**config.mk**
```make
export PLATFORM = sky130hd
export DESIGN_NAME = tempo_gate_clock
export DESIGN_NICKNAME = d
export VERILOG_FILES = /design/src/sv/tgc_pkg.sv /design/src/sv/tgc_div.sv /design/src/sv/tgc_datapath.sv /design/src/sv/tgc_ctrl.sv /design/src/sv/tempo_gate_clock.sv
export VERILOG_INCLUDE_DIRS = /design/src /design/src/sv
export SDC_FILE = /design/constraint.sdc
export NUM_CORES = 2
export LEC_CHECK = 0
export ABC_AREA = 1
export BUFFER_PORTS_ARGS = -buffer_cell sky130_fd_sc_hd__buf_4
export CORE_ASPECT_RATIO = 1.4
export CORE_MARGIN = 2
export CORE_UTILIZATION = 60
export DETAILED_ROUTE_END_ITERATION = 8
export HOLD_SLACK_MARGIN = 0.1
export PLACE_DENSITY = 0.77
export RECOVER_POWER = 25
export SKIP_CTS_REPAIR_TIMING = 1
export SLEW_MARGIN = 20
export SYNTH_ARGS = -nofsm -noshare
export SYNTH_HDL_FRONTEND = slang
export SYNTH_SLANG_ARGS = --single-unit
```
**constraint.sdc**
```tcl
create_clock -name clk -period 31.3 [get_ports clk]
set_input_delay 4.695 -clock clk [delete_from_list [all_inputs] [get_ports clk]]
set_output_delay 4.695 -clock clk [all_outputs]
set_load 0.01 [all_outputs]
```
**src/sv/tempo_gate_clock_macros.svh**
```systemverilog
// ---------------------------------------------------------------------------
// tempo_gate_clock assertion macros
// Shared concurrent assertion forms for the tempo gate clock block.
// ---------------------------------------------------------------------------
`ifndef TEMPO_GATE_CLOCK_MACROS_SVH
`define TEMPO_GATE_CLOCK_MACROS_SVH

// Condition holds at every edge out of reset
`define TGC_ASSERT_ALWAYS(lbl, clk, rstn, expr, msg) \
    lbl: assert property (@(posedge clk) disable iff (!rstn) (expr)) else $error(msg);

// Antecedent at one edge implies consequent at the next
`define TGC_ASSERT_NEXT(lbl, clk, rstn, ante, cons, msg) \
    lbl: assert property (@(posedge clk) disable iff (!rstn) (ante) |=> (cons)) \
        else $error(msg);

`endif

```
**src/sv/tgc_pkg.sv**
```systemverilog
// ---------------------------------------------------------------------------
// tgc_pkg
// Types, widths and constants shared by the tempo gate clock modules.
// ---------------------------------------------------------------------------
package tgc_pkg;

    // Parameter defaults
    localparam int BEAT_FRAC_BITS_DEF = 16;
    localparam int BPM_FRAC_BITS_DEF  = 8;
    localparam int POS_WIDTH_DEF      = 25;

    // Fixed field widths
    localparam int SR_W      = 18;
    localparam int BPM_W     = 17;
    localparam int DIV_W     = 7;
    localparam int MODE_W    = 2;
    localparam int BPB_W     = 6;
    localparam int HB_W      = 21;
    localparam int BEAT_IDX_W = 5;
    localparam int CFG_W     = 18;
    localparam int CFG_IDX_W = 2;
    localparam int AV_W      = BPM_W + DIV_W;

    // Register indexes
    typedef enum logic [CFG_IDX_W-1:0] {
        REG_SAMPLE_RATE  = 2'd0,
        REG_INTERNAL_BPM = 2'd1,
        REG_DIVISION     = 2'd2,
        REG_SYNC_MODE    = 2'd3
    } reg_index_t;

    // Divisions worked per word, in order
    typedef enum logic [1:0] {
        OP_PERIOD_OLD = 2'd0,
        OP_SYNC_OLD   = 2'd1,
        OP_PERIOD_NEW = 2'd2,
        OP_SYNC_NEW   = 2'd3
    } div_op_t;

    localparam logic [MODE_W-1:0] MODE_FREE = 2'd0;

    // Reset values
    localparam logic [SR_W-1:0]   SR_RESET     = 18'd48000;
    localparam logic [BPM_W-1:0]  IBPM_RESET   = 17'd30720;
    localparam logic [DIV_W-1:0]  DIV_RESET    = 7'd2;
    localparam logic [MODE_W-1:0] MODE_RESET   = 2'd1;
    localparam logic [BPM_W-1:0]  ABPM_RESET   = 17'd30720;

    // Arithmetic constants
    localparam int BPM_TOL        = 9;
    localparam int BPM_TOL_SCALE  = 1000;
    localparam int EOB_HI_NUM     = 99;
    localparam int EOB_HI_DEN     = 100;
    localparam int EOB_LO_DEN     = 10;
    localparam int SR_BEAT_MULT   = 60;
    localparam int SR_PERIOD_MULT = 120;

    // Controller to datapath commands
    typedef struct packed {
        logic    capture;
        logic    prep;
        logic    load;
        div_op_t op;
        logic    store;
        logic    finish;
    } tgc_cmd_t;

    // Datapath to controller status
    typedef struct packed {
        logic div_busy;
    } tgc_status_t;

endpackage

```
**src/sv/tgc_div.sv**
```systemverilog
// ---------------------------------------------------------------------------
// tgc_div
// Restoring divider, one quotient bit per cycle.
// ---------------------------------------------------------------------------
module tgc_div #(
    parameter int NUM_W = 33,
    parameter int DEN_W = 24
) (
    input  logic             clk,
    input  logic             rst_n,
    input  logic             start,
    input  logic [NUM_W-1:0] num,
    input  logic [DEN_W-1:0] den,
    output logic             busy,
    output logic [NUM_W-1:0] quot
);

    localparam int CNT_W = $clog2(NUM_W + 1);

    logic             busy_reg;
    logic [CNT_W-1:0] cnt_reg;
    logic [DEN_W-1:0] rem_reg;
    logic [NUM_W-1:0] quo_reg;
    logic [DEN_W-1:0] den_reg;

    logic [DEN_W:0]   rem_sh;
    logic [DEN_W:0]   rem_sub;
    logic             ge;

    // Trial subtract
    always_comb
    begin
        rem_sh  = {rem_reg, quo_reg[NUM_W-1]};
        rem_sub = rem_sh - {1'b0, den_reg};
        ge      = rem_sh >= {1'b0, den_reg};
    end

    // Control
    always_ff @(posedge clk or negedge rst_n)
    begin
        if (!rst_n)
        begin
            busy_reg <= 1'b0;
            cnt_reg  <= '0;
        end
        else if (start)
        begin
            busy_reg <= 1'b1;
            cnt_reg  <= CNT_W'(NUM_W);
        end
        else if (busy_reg)
        begin
            cnt_reg <= cnt_reg - CNT_W'(1);
            if (cnt_reg == CNT_W'(1))
                busy_reg <= 1'b0;
        end
    end

    // Shift registers
    always_ff @(posedge clk)
    begin
        if (start)
        begin
            rem_reg <= '0;
            quo_reg <= num;
            den_reg <= den;
        end
        else if (busy_reg)
        begin
            rem_reg <= ge ? rem_sub[DEN_W-1:0] : rem_sh[DEN_W-1:0];
            quo_reg <= {quo_reg[NUM_W-2:0], ge};
        end
    end

    assign busy = busy_reg;
    assign quot = quo_reg;

endmodule

```
**src/sv/tgc_datapath.sv**
```systemverilog
// ---------------------------------------------------------------------------
// tgc_datapath
// Transport state, tempo tracking, division operands and gate logic.
// ---------------------------------------------------------------------------
module tgc_datapath #(
    parameter int BEAT_FRAC_BITS = tgc_pkg::BEAT_FRAC_BITS_DEF,
    parameter int BPM_FRAC_BITS  = tgc_pkg::BPM_FRAC_BITS_DEF,
    parameter int POS_WIDTH      = tgc_pkg::POS_WIDTH_DEF
) (
    input  logic                               clk,
    input  logic                               rst_n,
    input  tgc_pkg::tgc_cmd_t                  cmd,
    output tgc_pkg::tgc_status_t               status,
    input  logic                               wr_en,
    input  logic [tgc_pkg::CFG_IDX_W-1:0]      wr_index,
    input  logic [tgc_pkg::CFG_W-1:0]          wr_data,
    input  logic                               playing,
    input  logic [tgc_pkg::BPB_W-1:0]          beats_per_bar,
    input  logic [tgc_pkg::HB_W-1:0]           host_bar_beat,
    input  logic [tgc_pkg::BPM_W-1:0]          host_bpm,
    input  logic                               close_gate,
    input  logic                               clear_trigger,
    output logic                               gate,
    output logic                               gate_start,
    output logic [POS_WIDTH-1:0]               position,
    output logic [POS_WIDTH-1:0]               period
);

    localparam int SR_W  = tgc_pkg::SR_W;
    localparam int BPM_W = tgc_pkg::BPM_W;
    localparam int DIV_W = tgc_pkg::DIV_W;
    localparam int HB_W  = tgc_pkg::HB_W;
    localparam int AV_W  = tgc_pkg::AV_W;
    localparam int BI_W  = tgc_pkg::BEAT_IDX_W;
    localparam int T_W   = BEAT_FRAC_BITS + 1;
    localparam int G_W   = SR_W + 6 + BPM_FRAC_BITS;
    localparam int NUM_W = SR_W + 7 + BPM_FRAC_BITS;
    localparam int BC_W  = (HB_W > BEAT_FRAC_BITS ? HB_W : BEAT_FRAC_BITS) + 8;
    localparam int DF_W  = BPM_W + 10 + BPM_FRAC_BITS;
    localparam int QX_W  = (NUM_W > POS_WIDTH ? NUM_W : POS_WIDTH) + 1;
    localparam logic [POS_WIDTH-1:0] POS_MAX = '1;

    // Configuration
    logic [SR_W-1:0]           sample_rate_reg;
    logic [BPM_W-1:0]          internal_bpm_reg;
    logic [DIV_W-1:0]          division_reg;
    logic [tgc_pkg::MODE_W-1:0] sync_mode_reg;

    // Captured word
    logic                      in_playing_reg;
    logic [tgc_pkg::BPB_W-1:0] in_bpb_reg;
    logic [HB_W-1:0]           in_hb_reg;
    logic [BPM_W-1:0]          in_hbpm_reg;
    logic                      in_close_reg;
    logic                      in_clear_reg;

    // Block state
    logic [POS_WIDTH-1:0]      position_reg;
    logic                      trigger_reg;
    logic                      gate_reg;
    logic                      eob_reg;
    logic                      was_playing_reg;
    logic [BI_W-1:0]           last_beat_reg;
    logic                      bar_par_reg;
    logic [BPM_W-1:0]          active_bpm_reg;
    logic [BPM_W-1:0]          last_host_bpm_reg;
    logic [tgc_pkg::MODE_W-1:0] last_mode_reg;

    // Operands and results of the divisions
    logic [G_W-1:0]            g_reg;
    logic [T_W-1:0]            r_old_reg;
    logic [T_W-1:0]            r_new_reg;
    logic [AV_W-1:0]           av_old_reg;
    logic [AV_W-1:0]           av_new_reg;
    logic                      hs1_en_reg;
    logic                      hs2_en_reg;
    logic                      end_sync_reg;
    logic [POS_WIDTH-1:0]      p_old_reg;
    logic [POS_WIDTH-1:0]      hs_old_reg;
    logic [POS_WIDTH-1:0]      p_new_reg;
    logic [POS_WIDTH-1:0]      hs_new_reg;

    // Output word
    logic                      gate_out_reg;
    logic                      start_out_reg;
    logic [POS_WIDTH-1:0]      pos_out_reg;
    logic [POS_WIDTH-1:0]      per_out_reg;

    // Prep signals
    logic                      sync;
    logic [BC_W-1:0]           hb_x100;
    logic [BC_W-1:0]           hb_x10;
    logic [BC_W-1:0]           eob_hi;
    logic [BC_W-1:0]           unit;
    logic [HB_W+BI_W-1:0]      hb_shift;
    logic [BI_W-1:0]           beat;
    logic                      eob_next;
    logic                      bar_par_next;
    logic [BI_W-1:0]           last_beat_next;
    logic [BPM_W-1:0]          diff;
    logic [DF_W-1:0]           diff_x;
    logic                      upd_sync;
    logic [BPM_W-1:0]          active_next;
    logic [BPM_W-1:0]          last_host_next;
    logic [tgc_pkg::MODE_W-1:0] last_mode_next;
    logic [T_W-1:0]            t_old;
    logic [T_W-1:0]            t_new;
    logic [DIV_W+T_W-1:0]      r_old_full;
    logic [DIV_W+T_W-1:0]      r_new_full;
    logic [AV_W-1:0]           av_old;
    logic [AV_W-1:0]           av_new;
    logic [SR_W+5:0]           sr60;
    logic [SR_W+6:0]           sr120;

    // Divider signals
    logic [G_W+T_W-1:0]        sync_prod;
    logic [NUM_W-1:0]          div_num;
    logic [AV_W-1:0]           div_den;
    logic [NUM_W-1:0]          quot;
    logic                      div_busy;
    logic [AV_W-1:0]           op_av;
    logic [QX_W-1:0]           qx;
    logic [POS_WIDTH-1:0]      q_cap;
    logic [POS_WIDTH-1:0]      per_res;
    logic [POS_WIDTH-1:0]      sync_res;

    // Finish signals
    logic [POS_WIDTH-1:0]      pos_a;
    logic [POS_WIDTH-1:0]      pos_b;
    logic [POS_WIDTH-1:0]      pcmp;
    logic [POS_WIDTH+1:0]      pos_x4;
    logic [POS_WIDTH+1:0]      pos_x2;
    logic [POS_WIDTH+1:0]      base_x;
    logic                      trig_in;
    logic                      gate_in;
    logic                      gate_fin;
    logic                      trig_fin;
    logic                      started;
    logic [POS_WIDTH-1:0]      pos_fin;
    logic [POS_WIDTH-1:0]      per_fin;

    // Configuration writes
    always_ff @(posedge clk or negedge rst_n)
    begin
        if (!rst_n)
        begin
            sample_rate_reg  <= tgc_pkg::SR_RESET;
            internal_bpm_reg <= tgc_pkg::IBPM_RESET;
            division_reg     <= tgc_pkg::DIV_RESET;
            sync_mode_reg    <= tgc_pkg::MODE_RESET;
        end
        else if (wr_en)
        begin
            unique case (tgc_pkg::reg_index_t'(wr_index))
                tgc_pkg::REG_SAMPLE_RATE:  sample_rate_reg  <= wr_data[SR_W-1:0];
                tgc_pkg::REG_INTERNAL_BPM: internal_bpm_reg <= wr_data[BPM_W-1:0];
                tgc_pkg::REG_DIVISION:     division_reg     <= wr_data[DIV_W-1:0];
                tgc_pkg::REG_SYNC_MODE:    sync_mode_reg    <= wr_data[tgc_pkg::MODE_W-1:0];
                default: ;
            endcase
        end
    end

    // Word capture
    always_ff @(posedge clk)
    begin
        if (cmd.capture)
        begin
            in_playing_reg <= playing;
            in_bpb_reg     <= beats_per_bar;
            in_hb_reg      <= host_bar_beat;
            in_hbpm_reg    <= host_bpm;
            in_close_reg   <= close_gate;
            in_clear_reg   <= clear_trigger;
        end
    end

    // Bar count and tempo follow
    always_comb
    begin
        sync    = sync_mode_reg != tgc_pkg::MODE_FREE;
        hb_x100 = BC_W'(in_hb_reg) * BC_W'(tgc_pkg::EOB_HI_DEN);
        hb_x10  = BC_W'(in_hb_reg) * BC_W'(tgc_pkg::EOB_LO_DEN);
        eob_hi  = BC_W'(tgc_pkg::EOB_HI_NUM) << BEAT_FRAC_BITS;
        unit    = BC_W'(1) << BEAT_FRAC_BITS;
        hb_shift = (HB_W+BI_W)'(in_hb_reg) >> BEAT_FRAC_BITS;
        beat    = hb_shift[BI_W-1:0];

        eob_next       = eob_reg;
        bar_par_next   = bar_par_reg;
        last_beat_next = last_beat_reg;
        if (in_bpb_reg <= tgc_pkg::BPB_W'(1))
        begin
            if (hb_x100 > eob_hi && !eob_reg)
                eob_next = 1'b1;
            else if (hb_x10 < unit && eob_reg)
            begin
                bar_par_next = ~bar_par_reg;
                eob_next     = 1'b0;
            end
        end
        else if (beat != last_beat_reg)
        begin
            if (beat == '0)
                bar_par_next = ~bar_par_reg;
            last_beat_next = beat;
        end

        diff = (in_hbpm_reg > last_host_bpm_reg) ? in_hbpm_reg - last_host_bpm_reg
                                                 : last_host_bpm_reg - in_hbpm_reg;
        diff_x = DF_W'(diff) * DF_W'(tgc_pkg::BPM_TOL_SCALE);
        upd_sync = (diff_x > (DF_W'(tgc_pkg::BPM_TOL) << BPM_FRAC_BITS))
                   || (sync_mode_reg != last_mode_reg);

        active_next    = active_bpm_reg;
        last_host_next = last_host_bpm_reg;
        last_mode_next = last_mode_reg;
        if (!sync)
        begin
            if (internal_bpm_reg != last_host_bpm_reg || sync_mode_reg != last_mode_reg)
            begin
                active_next    = internal_bpm_reg;
                last_mode_next = sync_mode_reg;
            end
        end
        else if (upd_sync)
        begin
            active_next    = in_hbpm_reg;
            last_host_next = in_hbpm_reg;
            last_mode_next = sync_mode_reg;
        end

        // Beat phase: only the low bar parity survives the mask
        t_old = T_W'(in_hb_reg) + {bar_par_reg & in_bpb_reg[0], {BEAT_FRAC_BITS{1'b0}}};
        t_new = T_W'(in_hb_reg) + {bar_par_next & in_bpb_reg[0], {BEAT_FRAC_BITS{1'b0}}};
        r_old_full = (DIV_W+T_W)'(division_reg) * (DIV_W+T_W)'(t_old);
        r_new_full = (DIV_W+T_W)'(division_reg) * (DIV_W+T_W)'(t_new);
        av_old = AV_W'(active_bpm_reg) * AV_W'(division_reg);
        av_new = AV_W'(active_next) * AV_W'(division_reg);
        sr60   = (SR_W+6)'(sample_rate_reg) * (SR_W+6)'(tgc_pkg::SR_BEAT_MULT);
        sr120  = (SR_W+7)'(sample_rate_reg) * (SR_W+7)'(tgc_pkg::SR_PERIOD_MULT);
    end

    // Prep registers
    always_ff @(posedge clk)
    begin
        if (cmd.prep)
        begin
            g_reg        <= {sr60, {BPM_FRAC_BITS{1'b0}}};
            r_old_reg    <= r_old_full[T_W-1:0];
            r_new_reg    <= r_new_full[T_W-1:0];
            av_old_reg   <= av_old;
            av_new_reg   <= av_new;
            hs1_en_reg   <= in_playing_reg && !was_playing_reg && sync;
            hs2_en_reg   <= sync && upd_sync && in_playing_reg;
            end_sync_reg <= in_playing_reg && sync;
        end
    end

    // Division operands
    always_comb
    begin
        sync_prod = '0;
        div_num   = '0;
        div_den   = '0;
        case (cmd.op)
            tgc_pkg::OP_PERIOD_OLD, tgc_pkg::OP_PERIOD_NEW:
            begin
                div_num = {sr120, {BPM_FRAC_BITS{1'b0}}};
            end
            tgc_pkg::OP_SYNC_OLD:
            begin
                sync_prod = (G_W+T_W)'(g_reg) * (G_W+T_W)'(r_old_reg);
                div_num   = sync_prod[G_W+T_W-1:BEAT_FRAC_BITS];
            end
            default:
            begin
                sync_prod = (G_W+T_W)'(g_reg) * (G_W+T_W)'(r_new_reg);
                div_num   = sync_prod[G_W+T_W-1:BEAT_FRAC_BITS];
            end
        endcase
        div_den = (cmd.op == tgc_pkg::OP_PERIOD_OLD || cmd.op == tgc_pkg::OP_SYNC_OLD)
                  ? av_old_reg : av_new_reg;
    end

    tgc_div #(
        .NUM_W (NUM_W),
        .DEN_W (AV_W)
    ) u_div (
        .clk   (clk),
        .rst_n (rst_n),
        .start (cmd.load),
        .num   (div_num),
        .den   (div_den),
        .busy  (div_busy),
        .quot  (quot)
    );

    assign status.div_busy = div_busy;

    // Quotient clean-up: saturation, zero tempo, zero rate
    always_comb
    begin
        op_av = div_den;
        qx    = QX_W'(quot);
        q_cap = (qx > QX_W'(POS_MAX)) ? POS_MAX : qx[POS_WIDTH-1:0];
        if (op_av == '0)
            per_res = POS_MAX;
        else if (q_cap == '0)
            per_res = POS_WIDTH'(1);
        else
            per_res = q_cap;
        sync_res = (op_av == '0) ? '0 : q_cap;
    end

    always_ff @(posedge clk)
    begin
        if (cmd.store)
        begin
            case (cmd.op)
                tgc_pkg::OP_PERIOD_OLD: p_old_reg  <= per_res;
                tgc_pkg::OP_SYNC_OLD:   hs_old_reg <= sync_res;
                tgc_pkg::OP_PERIOD_NEW: p_new_reg  <= per_res;
                default:                hs_new_reg <= sync_res;
            endcase
        end
    end

    // Wrap, gate and trigger, final position
    always_comb
    begin
        pos_a = hs2_en_reg ? hs_new_reg : (hs1_en_reg ? hs_old_reg : position_reg);
        pcmp  = hs2_en_reg ? p_new_reg : p_old_reg;
        pos_b = (pos_a > pcmp) ? '0 : pos_a;
        pos_x4 = (POS_WIDTH+2)'(pos_b) << 2;
        pos_x2 = (POS_WIDTH+2)'(pos_b) << 1;
        base_x = (POS_WIDTH+2)'(p_old_reg);
        gate_in = gate_reg & ~in_close_reg;
        trig_in = trigger_reg & ~in_clear_reg;
        gate_fin = gate_in;
        trig_fin = trig_in;
        started  = 1'b0;
        if (pos_x4 < base_x && !trig_in)
        begin
            gate_fin = 1'b1;
            trig_fin = 1'b1;
            started  = 1'b1;
        end
        else if (pos_x2 > base_x && trig_in)
            trig_fin = 1'b0;
        pos_fin = end_sync_reg ? hs_new_reg : pos_b + POS_WIDTH'(1);
        per_fin = end_sync_reg ? p_new_reg : p_old_reg;
    end

    // State commit
    always_ff @(posedge clk or negedge rst_n)
    begin
        if (!rst_n)
        begin
            position_reg      <= '0;
            trigger_reg       <= 1'b0;
            gate_reg          <= 1'b0;
            eob_reg           <= 1'b0;
            was_playing_reg   <= 1'b0;
            last_beat_reg     <= '0;
            bar_par_reg       <= 1'b0;
            active_bpm_reg    <= tgc_pkg::ABPM_RESET;
            last_host_bpm_reg <= '0;
            last_mode_reg     <= '0;
        end
        else
        begin
            if (cmd.prep)
            begin
                was_playing_reg   <= in_playing_reg;
                eob_reg           <= eob_next;
                last_beat_reg     <= last_beat_next;
                bar_par_reg       <= bar_par_next;
                active_bpm_reg    <= active_next;
                last_host_bpm_reg <= last_host_next;
                last_mode_reg     <= last_mode_next;
            end
            if (cmd.finish)
            begin
                position_reg <= pos_fin;
                trigger_reg  <= trig_fin;
                gate_reg     <= gate_fin;
            end
        end
    end

    // Output word
    always_ff @(posedge clk)
    begin
        if (cmd.finish)
        begin
            gate_out_reg  <= gate_fin;
            start_out_reg <= started;
            pos_out_reg   <= pos_fin;
            per_out_reg   <= per_fin;
        end
    end

    assign gate       = gate_out_reg;
    assign gate_start = start_out_reg;
    assign position   = pos_out_reg;
    assign period     = per_out_reg;

endmodule

```
**src/sv/tgc_ctrl.sv**
```systemverilog
// ---------------------------------------------------------------------------
// tgc_ctrl
// Sequencer: prep, four shared divisions, finish and output hand-off.
// ---------------------------------------------------------------------------
module tgc_ctrl (
    input  logic                 clk,
    input  logic                 rst_n,
    input  logic                 in_valid,
    output logic                 in_stall,
    output logic                 out_valid,
    input  logic                 out_stall,
    input  tgc_pkg::tgc_status_t status,
    output tgc_pkg::tgc_cmd_t    cmd
);

    typedef enum logic [5:0] {
        ST_IDLE   = 6'b000001,
        ST_PREP   = 6'b000010,
        ST_LOAD   = 6'b000100,
        ST_RUN    = 6'b001000,
        ST_STORE  = 6'b010000,
        ST_FINISH = 6'b100000
    } state_t;

    state_t           state_reg, state_next;
    tgc_pkg::div_op_t op_reg, op_next;
    logic             out_valid_reg;
    logic             fin_fire;

    assign fin_fire = (state_reg == ST_FINISH) && (!out_valid_reg || !out_stall);

    // Next state
    always_comb
    begin
        state_next = state_reg;
        op_next    = op_reg;
        unique case (state_reg)
            ST_IDLE:
                if (in_valid)
                    state_next = ST_PREP;
            ST_PREP:
            begin
                op_next    = tgc_pkg::OP_PERIOD_OLD;
                state_next = ST_LOAD;
            end
            ST_LOAD:
                state_next = ST_RUN;
            ST_RUN:
                if (!status.div_busy)
                    state_next = ST_STORE;
            ST_STORE:
            begin
                if (op_reg == tgc_pkg::OP_SYNC_NEW)
                    state_next = ST_FINISH;
                else
                begin
                    op_next    = tgc_pkg::div_op_t'(op_reg + 2'd1);
                    state_next = ST_LOAD;
                end
            end
            ST_FINISH:
                if (fin_fire)
                    state_next = ST_IDLE;
            default:
                state_next = ST_IDLE;
        endcase
    end

    always_ff @(posedge clk or negedge rst_n)
    begin
        if (!rst_n)
        begin
            state_reg     <= ST_IDLE;
            op_reg        <= tgc_pkg::OP_PERIOD_OLD;
            out_valid_reg <= 1'b0;
        end
        else
        begin
            state_reg <= state_next;
            op_reg    <= op_next;
            if (fin_fire)
                out_valid_reg <= 1'b1;
            else if (out_valid_reg && !out_stall)
                out_valid_reg <= 1'b0;
        end
    end

    // Commands
    always_comb
    begin
        cmd.capture = (state_reg == ST_IDLE) && in_valid;
        cmd.prep    = state_reg == ST_PREP;
        cmd.load    = state_reg == ST_LOAD;
        cmd.op      = op_reg;
        cmd.store   = state_reg == ST_STORE;
        cmd.finish  = fin_fire;
    end

    assign in_stall  = state_reg != ST_IDLE;
    assign out_valid = out_valid_reg;

`include "tempo_gate_clock_macros.svh"

    `TGC_ASSERT_NEXT(a_acc_prep, clk, rst_n, in_valid && !in_stall, state_reg == ST_PREP, "no prep")
    `TGC_ASSERT_NEXT(a_fin_out, clk, rst_n, fin_fire, out_valid_reg && state_reg == ST_IDLE, "no out")
    `TGC_ASSERT_ALWAYS(a_busy_run, clk, rst_n, !status.div_busy || state_reg == ST_RUN, "busy off run")

endmodule

```
**src/sv/tempo_gate_clock.sv**
```systemverilog
// ---------------------------------------------------------------------------
// tempo_gate_clock
// Sample-tick tempo clock with gate and trigger, synced to host transport.
//
//   channel  direction  handshake            fields
//   in       sink       in_valid / in_stall  playing .. clear_trigger
//   out      source     out_valid/out_stall  gate, gate_start, position, period
//   config   sink       wr_en                wr_index, wr_data
//
// A word's result is registered once the four divisions, which share one
// bit-per-cycle restoring divider, are done; the next word can be taken in
// the cycle after that.
// Reset is asynchronous, active low, and needs no clearing pass.
// A result waits in the output register; a stalled output holds the
// sequencer at its finish step only.
// ---------------------------------------------------------------------------
module tempo_gate_clock #(
    parameter int BEAT_FRAC_BITS = tgc_pkg::BEAT_FRAC_BITS_DEF,
    parameter int BPM_FRAC_BITS  = tgc_pkg::BPM_FRAC_BITS_DEF,
    parameter int POS_WIDTH      = tgc_pkg::POS_WIDTH_DEF
) (
    input  logic                          clk,
    input  logic                          rst_n,
    input  logic                          wr_en,
    input  logic [tgc_pkg::CFG_IDX_W-1:0] wr_index,
    input  logic [tgc_pkg::CFG_W-1:0]     wr_data,
    input  logic                          in_valid,
    output logic                          in_stall,
    input  logic                          playing,
    input  logic [tgc_pkg::BPB_W-1:0]     beats_per_bar,
    input  logic [tgc_pkg::HB_W-1:0]      host_bar_beat,
    input  logic [tgc_pkg::BPM_W-1:0]     host_bpm,
    input  logic                          close_gate,
    input  logic                          clear_trigger,
    output logic                          out_valid,
    input  logic                          out_stall,
    output logic                          gate,
    output logic                          gate_start,
    output logic [POS_WIDTH-1:0]          position,
    output logic [POS_WIDTH-1:0]          period
);

    tgc_pkg::tgc_cmd_t    cmd;
    tgc_pkg::tgc_status_t status;

    tgc_ctrl u_ctrl (
        .clk       (clk),
        .rst_n     (rst_n),
        .in_valid  (in_valid),
        .in_stall  (in_stall),
        .out_valid (out_valid),
        .out_stall (out_stall),
        .status    (status),
        .cmd       (cmd)
    );

    tgc_datapath #(
        .BEAT_FRAC_BITS (BEAT_FRAC_BITS),
        .BPM_FRAC_BITS  (BPM_FRAC_BITS),
        .POS_WIDTH      (POS_WIDTH)
    ) u_dp (
        .clk           (clk),
        .rst_n         (rst_n),
        .cmd           (cmd),
        .status        (status),
        .wr_en         (wr_en),
        .wr_index      (wr_index),
        .wr_data       (wr_data),
        .playing       (playing),
        .beats_per_bar (beats_per_bar),
        .host_bar_beat (host_bar_beat),
        .host_bpm      (host_bpm),
        .close_gate    (close_gate),
        .clear_trigger (clear_trigger),
        .gate          (gate),
        .gate_start    (gate_start),
        .position      (position),
        .period        (period)
    );

endmodule
```
Word level (Yosys, flattened, before mapping)
Cells that the tools add are included.
- input port bits: 72
- output and inout port bits: 54
- word-level logic and storage cells: 199
- register bits after elaboration: 518
- $mul: 11
- bitwise gates (word level): 9
- reductions and logical operators: 48
- equal/unequal tests: 22
- add/subtract/negate cells: 8
- $lt $le $gt $ge: 10
- muxes and demuxes: 47
- operators with widths (operator ; count):
    25-bit two-way mux ; 10
    22-bit by 17-bit multiplier with 39-bit output ; 2
    17-bit two-way mux ; 4
    33-bit two-way mux ; 2
    33-bit case mux with 2 select lines ; 1
    17-bit by 7-bit multiplier with 24-bit output ; 2
    24-bit two-way mux ; 2
    18-bit by 4-bit multiplier with 22-bit output (second input constant) ; 2
    6-bit two-way mux ; 6
    6-bit case mux with 6 select lines ; 1
    17-bit adder ; 2
    7-bit by 17-bit multiplier with 17-bit output ; 2
    17-bit subtractor ; 2
    33-bit by 25-bit > comparator with 1-bit output (second input constant) ; 1
    28-bit by 23-bit > comparator with 1-bit output (second input constant) ; 1
    27-bit by 12-bit > comparator with 1-bit output (second input constant) ; 1
    27-bit by 25-bit < comparator with 1-bit output ; 1
    26-bit by 25-bit > comparator with 1-bit output ; 1
    21-bit by 5-bit multiplier with 26-bit output (second input constant) ; 1
    25-bit by 1-bit adder with 25-bit output (second input constant) ; 1
    25-bit by 24-bit greater-or-equal comparator with 1-bit output ; 1
    25-bit > comparator ; 1
    25-bit zero test ; 1
    25-bit by 17-bit < comparator with 1-bit output (second input constant) ; 1
    other kinds (37) ; 106

Depth between registers and ports, before layout
- word-level depth: 9
- gate-level depth with buffers: 69

By module
From an unflattened synthesis, not the netlist that was laid out.
- cells, all modules: 7601
- area total of the unflattened synthesis: 61401.4 um2
- by module, submodules not included (module ; instances ; area an instance (um2) ; cells an instance ; sequential area each (um2)):
    tgc_datapath ; 1 ; 55305.5 ; 6748 ; 11607.4
    tgc_div ; 1 ; 5551.6 ; 789 ; 2367.3
    tgc_ctrl ; 1 ; 544.3 ; 64 ; 226.5

Least setup slack after synthesis
Ideal clock, no wire load.
- kind: reg-to-reg
- start: register u_dp.last_host_bpm_reg[2]
- end: register u_dp.av_new_reg[22] (data pin)
- buffers on the path: 3
- stages on the path, launching flop included: 57
- data required time: 31035 ps
- slack: 20646 ps
- arrival: 10389 ps
- clock period less this slack: 10654 ps
- setup time: 265 ps
- cells stage by stage: dfrtp_1 inv_1 ha_1 clkbuf_1 a21oi_1 nor2_1 o21bai_1 nand2_1 nand2_1 nand3_2 nand2_1 buf_6 inv_4 o21ai_0 o221ai_1 xor2_1 inv_1 fa_1 (+21 left out) inv_2 nand2_1 nor2_1 fa_1 fa_1 fa_1 inv_1 fa_1 inv_1 ha_1 a21oi_1 nor2_1 a211o_1 a31oi_1 o21ai_0 a21oi_1 o21ai_0 xor2_1
- longest elaborated chain between the ends: 8
- elaborated cells between the ends (all ways): 13
- those cells by class: add/sub: 2; mul: 2; order compare: 2; eq/ne: 1; mux: 4; reduce/logical: 2
- RTL lines (item ; RTL line ; text):
    start, declared ; tgc_datapath.sv:66 ; logic [BPM_W-1:0] last_host_bpm_reg;
    start signal, assigned ; tgc_datapath.sv:380 ; last_host_bpm_reg <= last_host_next;
    17-bit subtractor, or another cell as far along ; tgc_datapath.sv:210 ; : last_host_bpm_reg - in_hbpm_reg;
    17-bit two-way mux ; tgc_datapath.sv:209 ; diff = (in_hbpm_reg > last_host_bpm_reg) ? in_hbpm_reg - last_host_bpm_reg
    17-bit by 7-bit multiplier with 24-bit output ; tgc_datapath.sv:211 ; diff_x = DF_W'(diff) * DF_W'(tgc_pkg::BPM_TOL_SCALE);
    27-bit by 12-bit > comparator with 1-bit output ; tgc_datapath.sv:212 ; upd_sync = (diff_x > (DF_W'(tgc_pkg::BPM_TOL) << BPM_FRAC_BITS))
    1-bit logical OR ; tgc_datapath.sv:213 ; || (sync_mode_reg != last_mode_reg);
    17-bit two-way mux ; tgc_datapath.sv:226 ; else if (upd_sync)
    17-bit two-way mux * ; tgc_datapath.sv:218 ; if (!sync)
    17-bit by 7-bit multiplier with 24-bit output * ; tgc_datapath.sv:239 ; av_new = AV_W'(active_next) * AV_W'(division_reg);
    via u_dp.av_new[22] ; tgc_datapath.sv:111 ; logic [AV_W-1:0] av_new;
    end signal, assigned ; tgc_datapath.sv:253 ; av_new_reg <= av_new;
    end, declared ; tgc_datapath.sv:74 ; logic [AV_W-1:0] av_new_reg;
The timed path passes the listed nets; every way through them passes the cells marked *.
A chain may end at the register's enable or synchronous reset.

Worst setup path in the final report
- start: register u_dp.last_host_bpm_reg[7]
- end: register u_dp.av_new_reg[22] (data pin)
Same word-level chain as after synthesis.

==> results.toml <==
[sta]
min_period_ns = 12.93
worst-slew-pin-transition_ns = 6.598
setup_viol = 0
hold_viol = 0
fin_ws_ns = 18.37
slew_headroom_pct = -339.9
final_max_slew_viol_count = 434
fin_crit_sh_pct = 41.31
whs_ns = 0.4734
rsz0062_at_grt = "false"
max_freq_ghz = 0.07733
setup-tns-final_ns = 0
skew_ns = 0.07369

[global_routing]
antenna_found_initial = 4
grt_pass1_vias = 52130
grt-ovfl-total = 0
grt_use_total_pct = 34.26
grt_start_max_net_pins = 118
grt_pass1_wl_mm = 274.5

[placement]
pre_cts_slack_ns = 18.49
gp_congestion = 0.9759
io_buffers = 125
dp.final_hpwl_mm = 137.3

[synthesis]
yosysTopAreaCellShare_pct = 23.48
yosys-top-cells-count = "1718 x nand2_1, 1427 x inv_1, 707 x fa_1, 586 x ha_1, 438 x nor2_1"
synth_largest_area_cell = "fa_1"
synthCells = 7277
synth-seq-area-share_pct = 23.55
ys_ff_latch = 502
synth.most_common_cell = "nand2_1"
synth_area_leaders = "fa_1 23%, edfxtp_1 17%, ha_1 12%"
synthArstFlopShare_pct = 26.10
synth_nets = 8642
avgSynthCellArea_um2 = 8.285
synth_edf_count = 347
synth_warnings = 0
ys_dominant_reg_cell = "edfxtp_1"
yosysUniqueCellTypes = 71
synth_area_mm2 = 0.06029

[min_path]
worstHoldStart = "u_dp.u_div.rem_reg[18]"
hold_path_class = "reg2reg"

[clocking]
cts_tree = "yes"
clockRootBuffer = "clkbuf_16"
clkSlewWorstSetupHoldPaths_ns = 0.07
worstSkewPairLatency_ns = 0.68
clockBufferDepth = 3
cts_max_level = 2
cts_buffers = 55
clock-sinks = 502

[setup_path]
crit_buf_inv = 7
cpPeakStageDelay_ns = 0.63
crit_slowest_cell = "nand2_1"
cp.arrival_ns = 13.32
crit_fanout = 20
r2r_start = "u_dp.last_host_bpm_reg[7]"
required_ns = 31.69
path_delay_family = "adder cells"
endpoint_kind = "flop"
worstSetupStartpoint = "u_dp.last_host_bpm_reg[7]"
worst_setup_path_start_kind = "flop"
setup.worst_path.class = "reg2reg"
timing.critical_path.mode_cell = "fa_1"

[floorplan]
fp-row-count = 137
die_height_um = 379.1
start_util_pct = 60.54
ios = 126
die_w_um = 271.9
coreArea_mm2 = 0.09959
die_area_mm2 = 0.1031

[detailed_routing]
via_per_inst = 5.725
wire_per_inst_um = 19.83
antenna_left = 0
first_iter_violations = 3777
finalWirelength_mm = 171.6
first_pass_iters = 6
route.vias.total = 49530
drc_errors = 0

[run_status]
violations = "max-capacitance violations, max-slew violations"
status = "finished with violations"

[finish]
layout-drive-gt1-share_pct = 4.815
largest_reg_flops = 50
final_nets = 8649
syn_to_final_growth_pct = 6.672

[job]
maxCapViolations = 9
## area by class of cell
cell class	count	area, um2
Antenna cell	1	2.502
Tap cell	1320	1652
Clock inverter	32	369.1
Inverter	1442	5415
Clock buffer	72	1533
Multi-Input combinational cell	5102	39780
Fill cell	8396	35280
Sequential cell	502	14200
Timing Repair Buffer	181	1360
## through the flow
stage | cell area (um2) | utilization, % | cells
2_1_floorplan | 60290 | - | 7277
3_3_place_gp | 62460 | 62.71 | 8545
3_5_place_dp | 62500 | 62.75 | 8547
4_1_cts | 64400 | 64.66 | 8651
5_1_grt | 64310 | 64.57 | 8651
6_report | 64310 | 64.58 | 8652
## cell families after synthesis
family	count (synthesis)	synth area share [%]
AND/OR/NAND/NOR	2636	17.99
adder cells (fa/ha/maj)	1293	35.64
multiplexers	27	0.4835
flip-flops	502	23.55
AO/OA/AOI/OAI	947	8.907
buffers and inverters	1673	10.49
XOR/XNOR	199	2.928
## layout by cell type, fill, tap and decap left out, drive strengths merged, types with 9 or more instances in the layout
| cell | Yosys | final |
|---|---|---|
| and2 | 15 | 15 |
| mux2 | 17 | 17 |
| o211ai | 63 | 63 |
| inv | 1435 | 1444 |
| nand4 | 85 | 85 |
| a31oi | 30 | 30 |
| clkbuf | 189 | 80 |
| nor3 | 39 | 39 |
| xnor2 | 70 | 70 |
| a21o | 30 | 30 |
| a22oi | 10 | 10 |
| xor2 | 129 | 129 |
| dfstp | 18 | 18 |
| nor4 | 30 | 30 |
| edfxtp | 347 | 347 |
| dfrtp | 113 | 113 |
| or2 | 11 | 11 |
| nand3 | 270 | 270 |
| nand3b | 9 | 9 |
| ha | 586 | 586 |
| buf | 42 | 173 |
| dfxtp | 24 | 24 |
| a21boi | 17 | 17 |
| nand2 | 1730 | 1730 |
| a211oi | 9 | 9 |
| mux2i | 10 | 10 |
| nor2 | 442 | 442 |
| o21a | 10 | 10 |
| clkinv | 7 | 26 |
| o21bai | 14 | 14 |
| o21ai | 346 | 346 |
| a21oi | 364 | 364 |
| a221oi | 9 | 9 |
| fa | 707 | 707 |
## worst reg2reg max path, delay by kind of cell, from the launching register on
kind            cells  cell delay [ns]
simple gates       18             3.64
fa+ha+maj          11             5.29
compound gates      9             2.16
buf+inv             7             0.71
flops               1             0.39
xor+xnor            2             0.53
## layer usage
metal	part of all wire, %	GRT usage (%)	up-vias
met5	0.016	0	-
met1	36	37.68	24020
met4	7.5	21.39	4
met2	51	62.50	1902
met3	5.8	4.397	599
li1	-	-	23010
## path summary, 6_finish.rpt
path	to	slack, ns	depth (start not counted)
min in group asynchronous	u_dp.last_beat_reg[3]	3.93	1
worst min-delay path	u_dp.u_div.rem_reg[18]	0.47	2
worst min register to register	u_dp.u_div.rem_reg[18]	0.47	2
worst max register to register	u_dp.av_new_reg[22]	18.37	47
worst max-delay path	u_dp.av_new_reg[22]	18.37	47
max in group asynchronous	u_dp.division_reg[0]	26.19	2
Power is left out: the tool's default activity adds up to more than one toggle a clock period on the data nets, which glitch-free logic cannot reach.
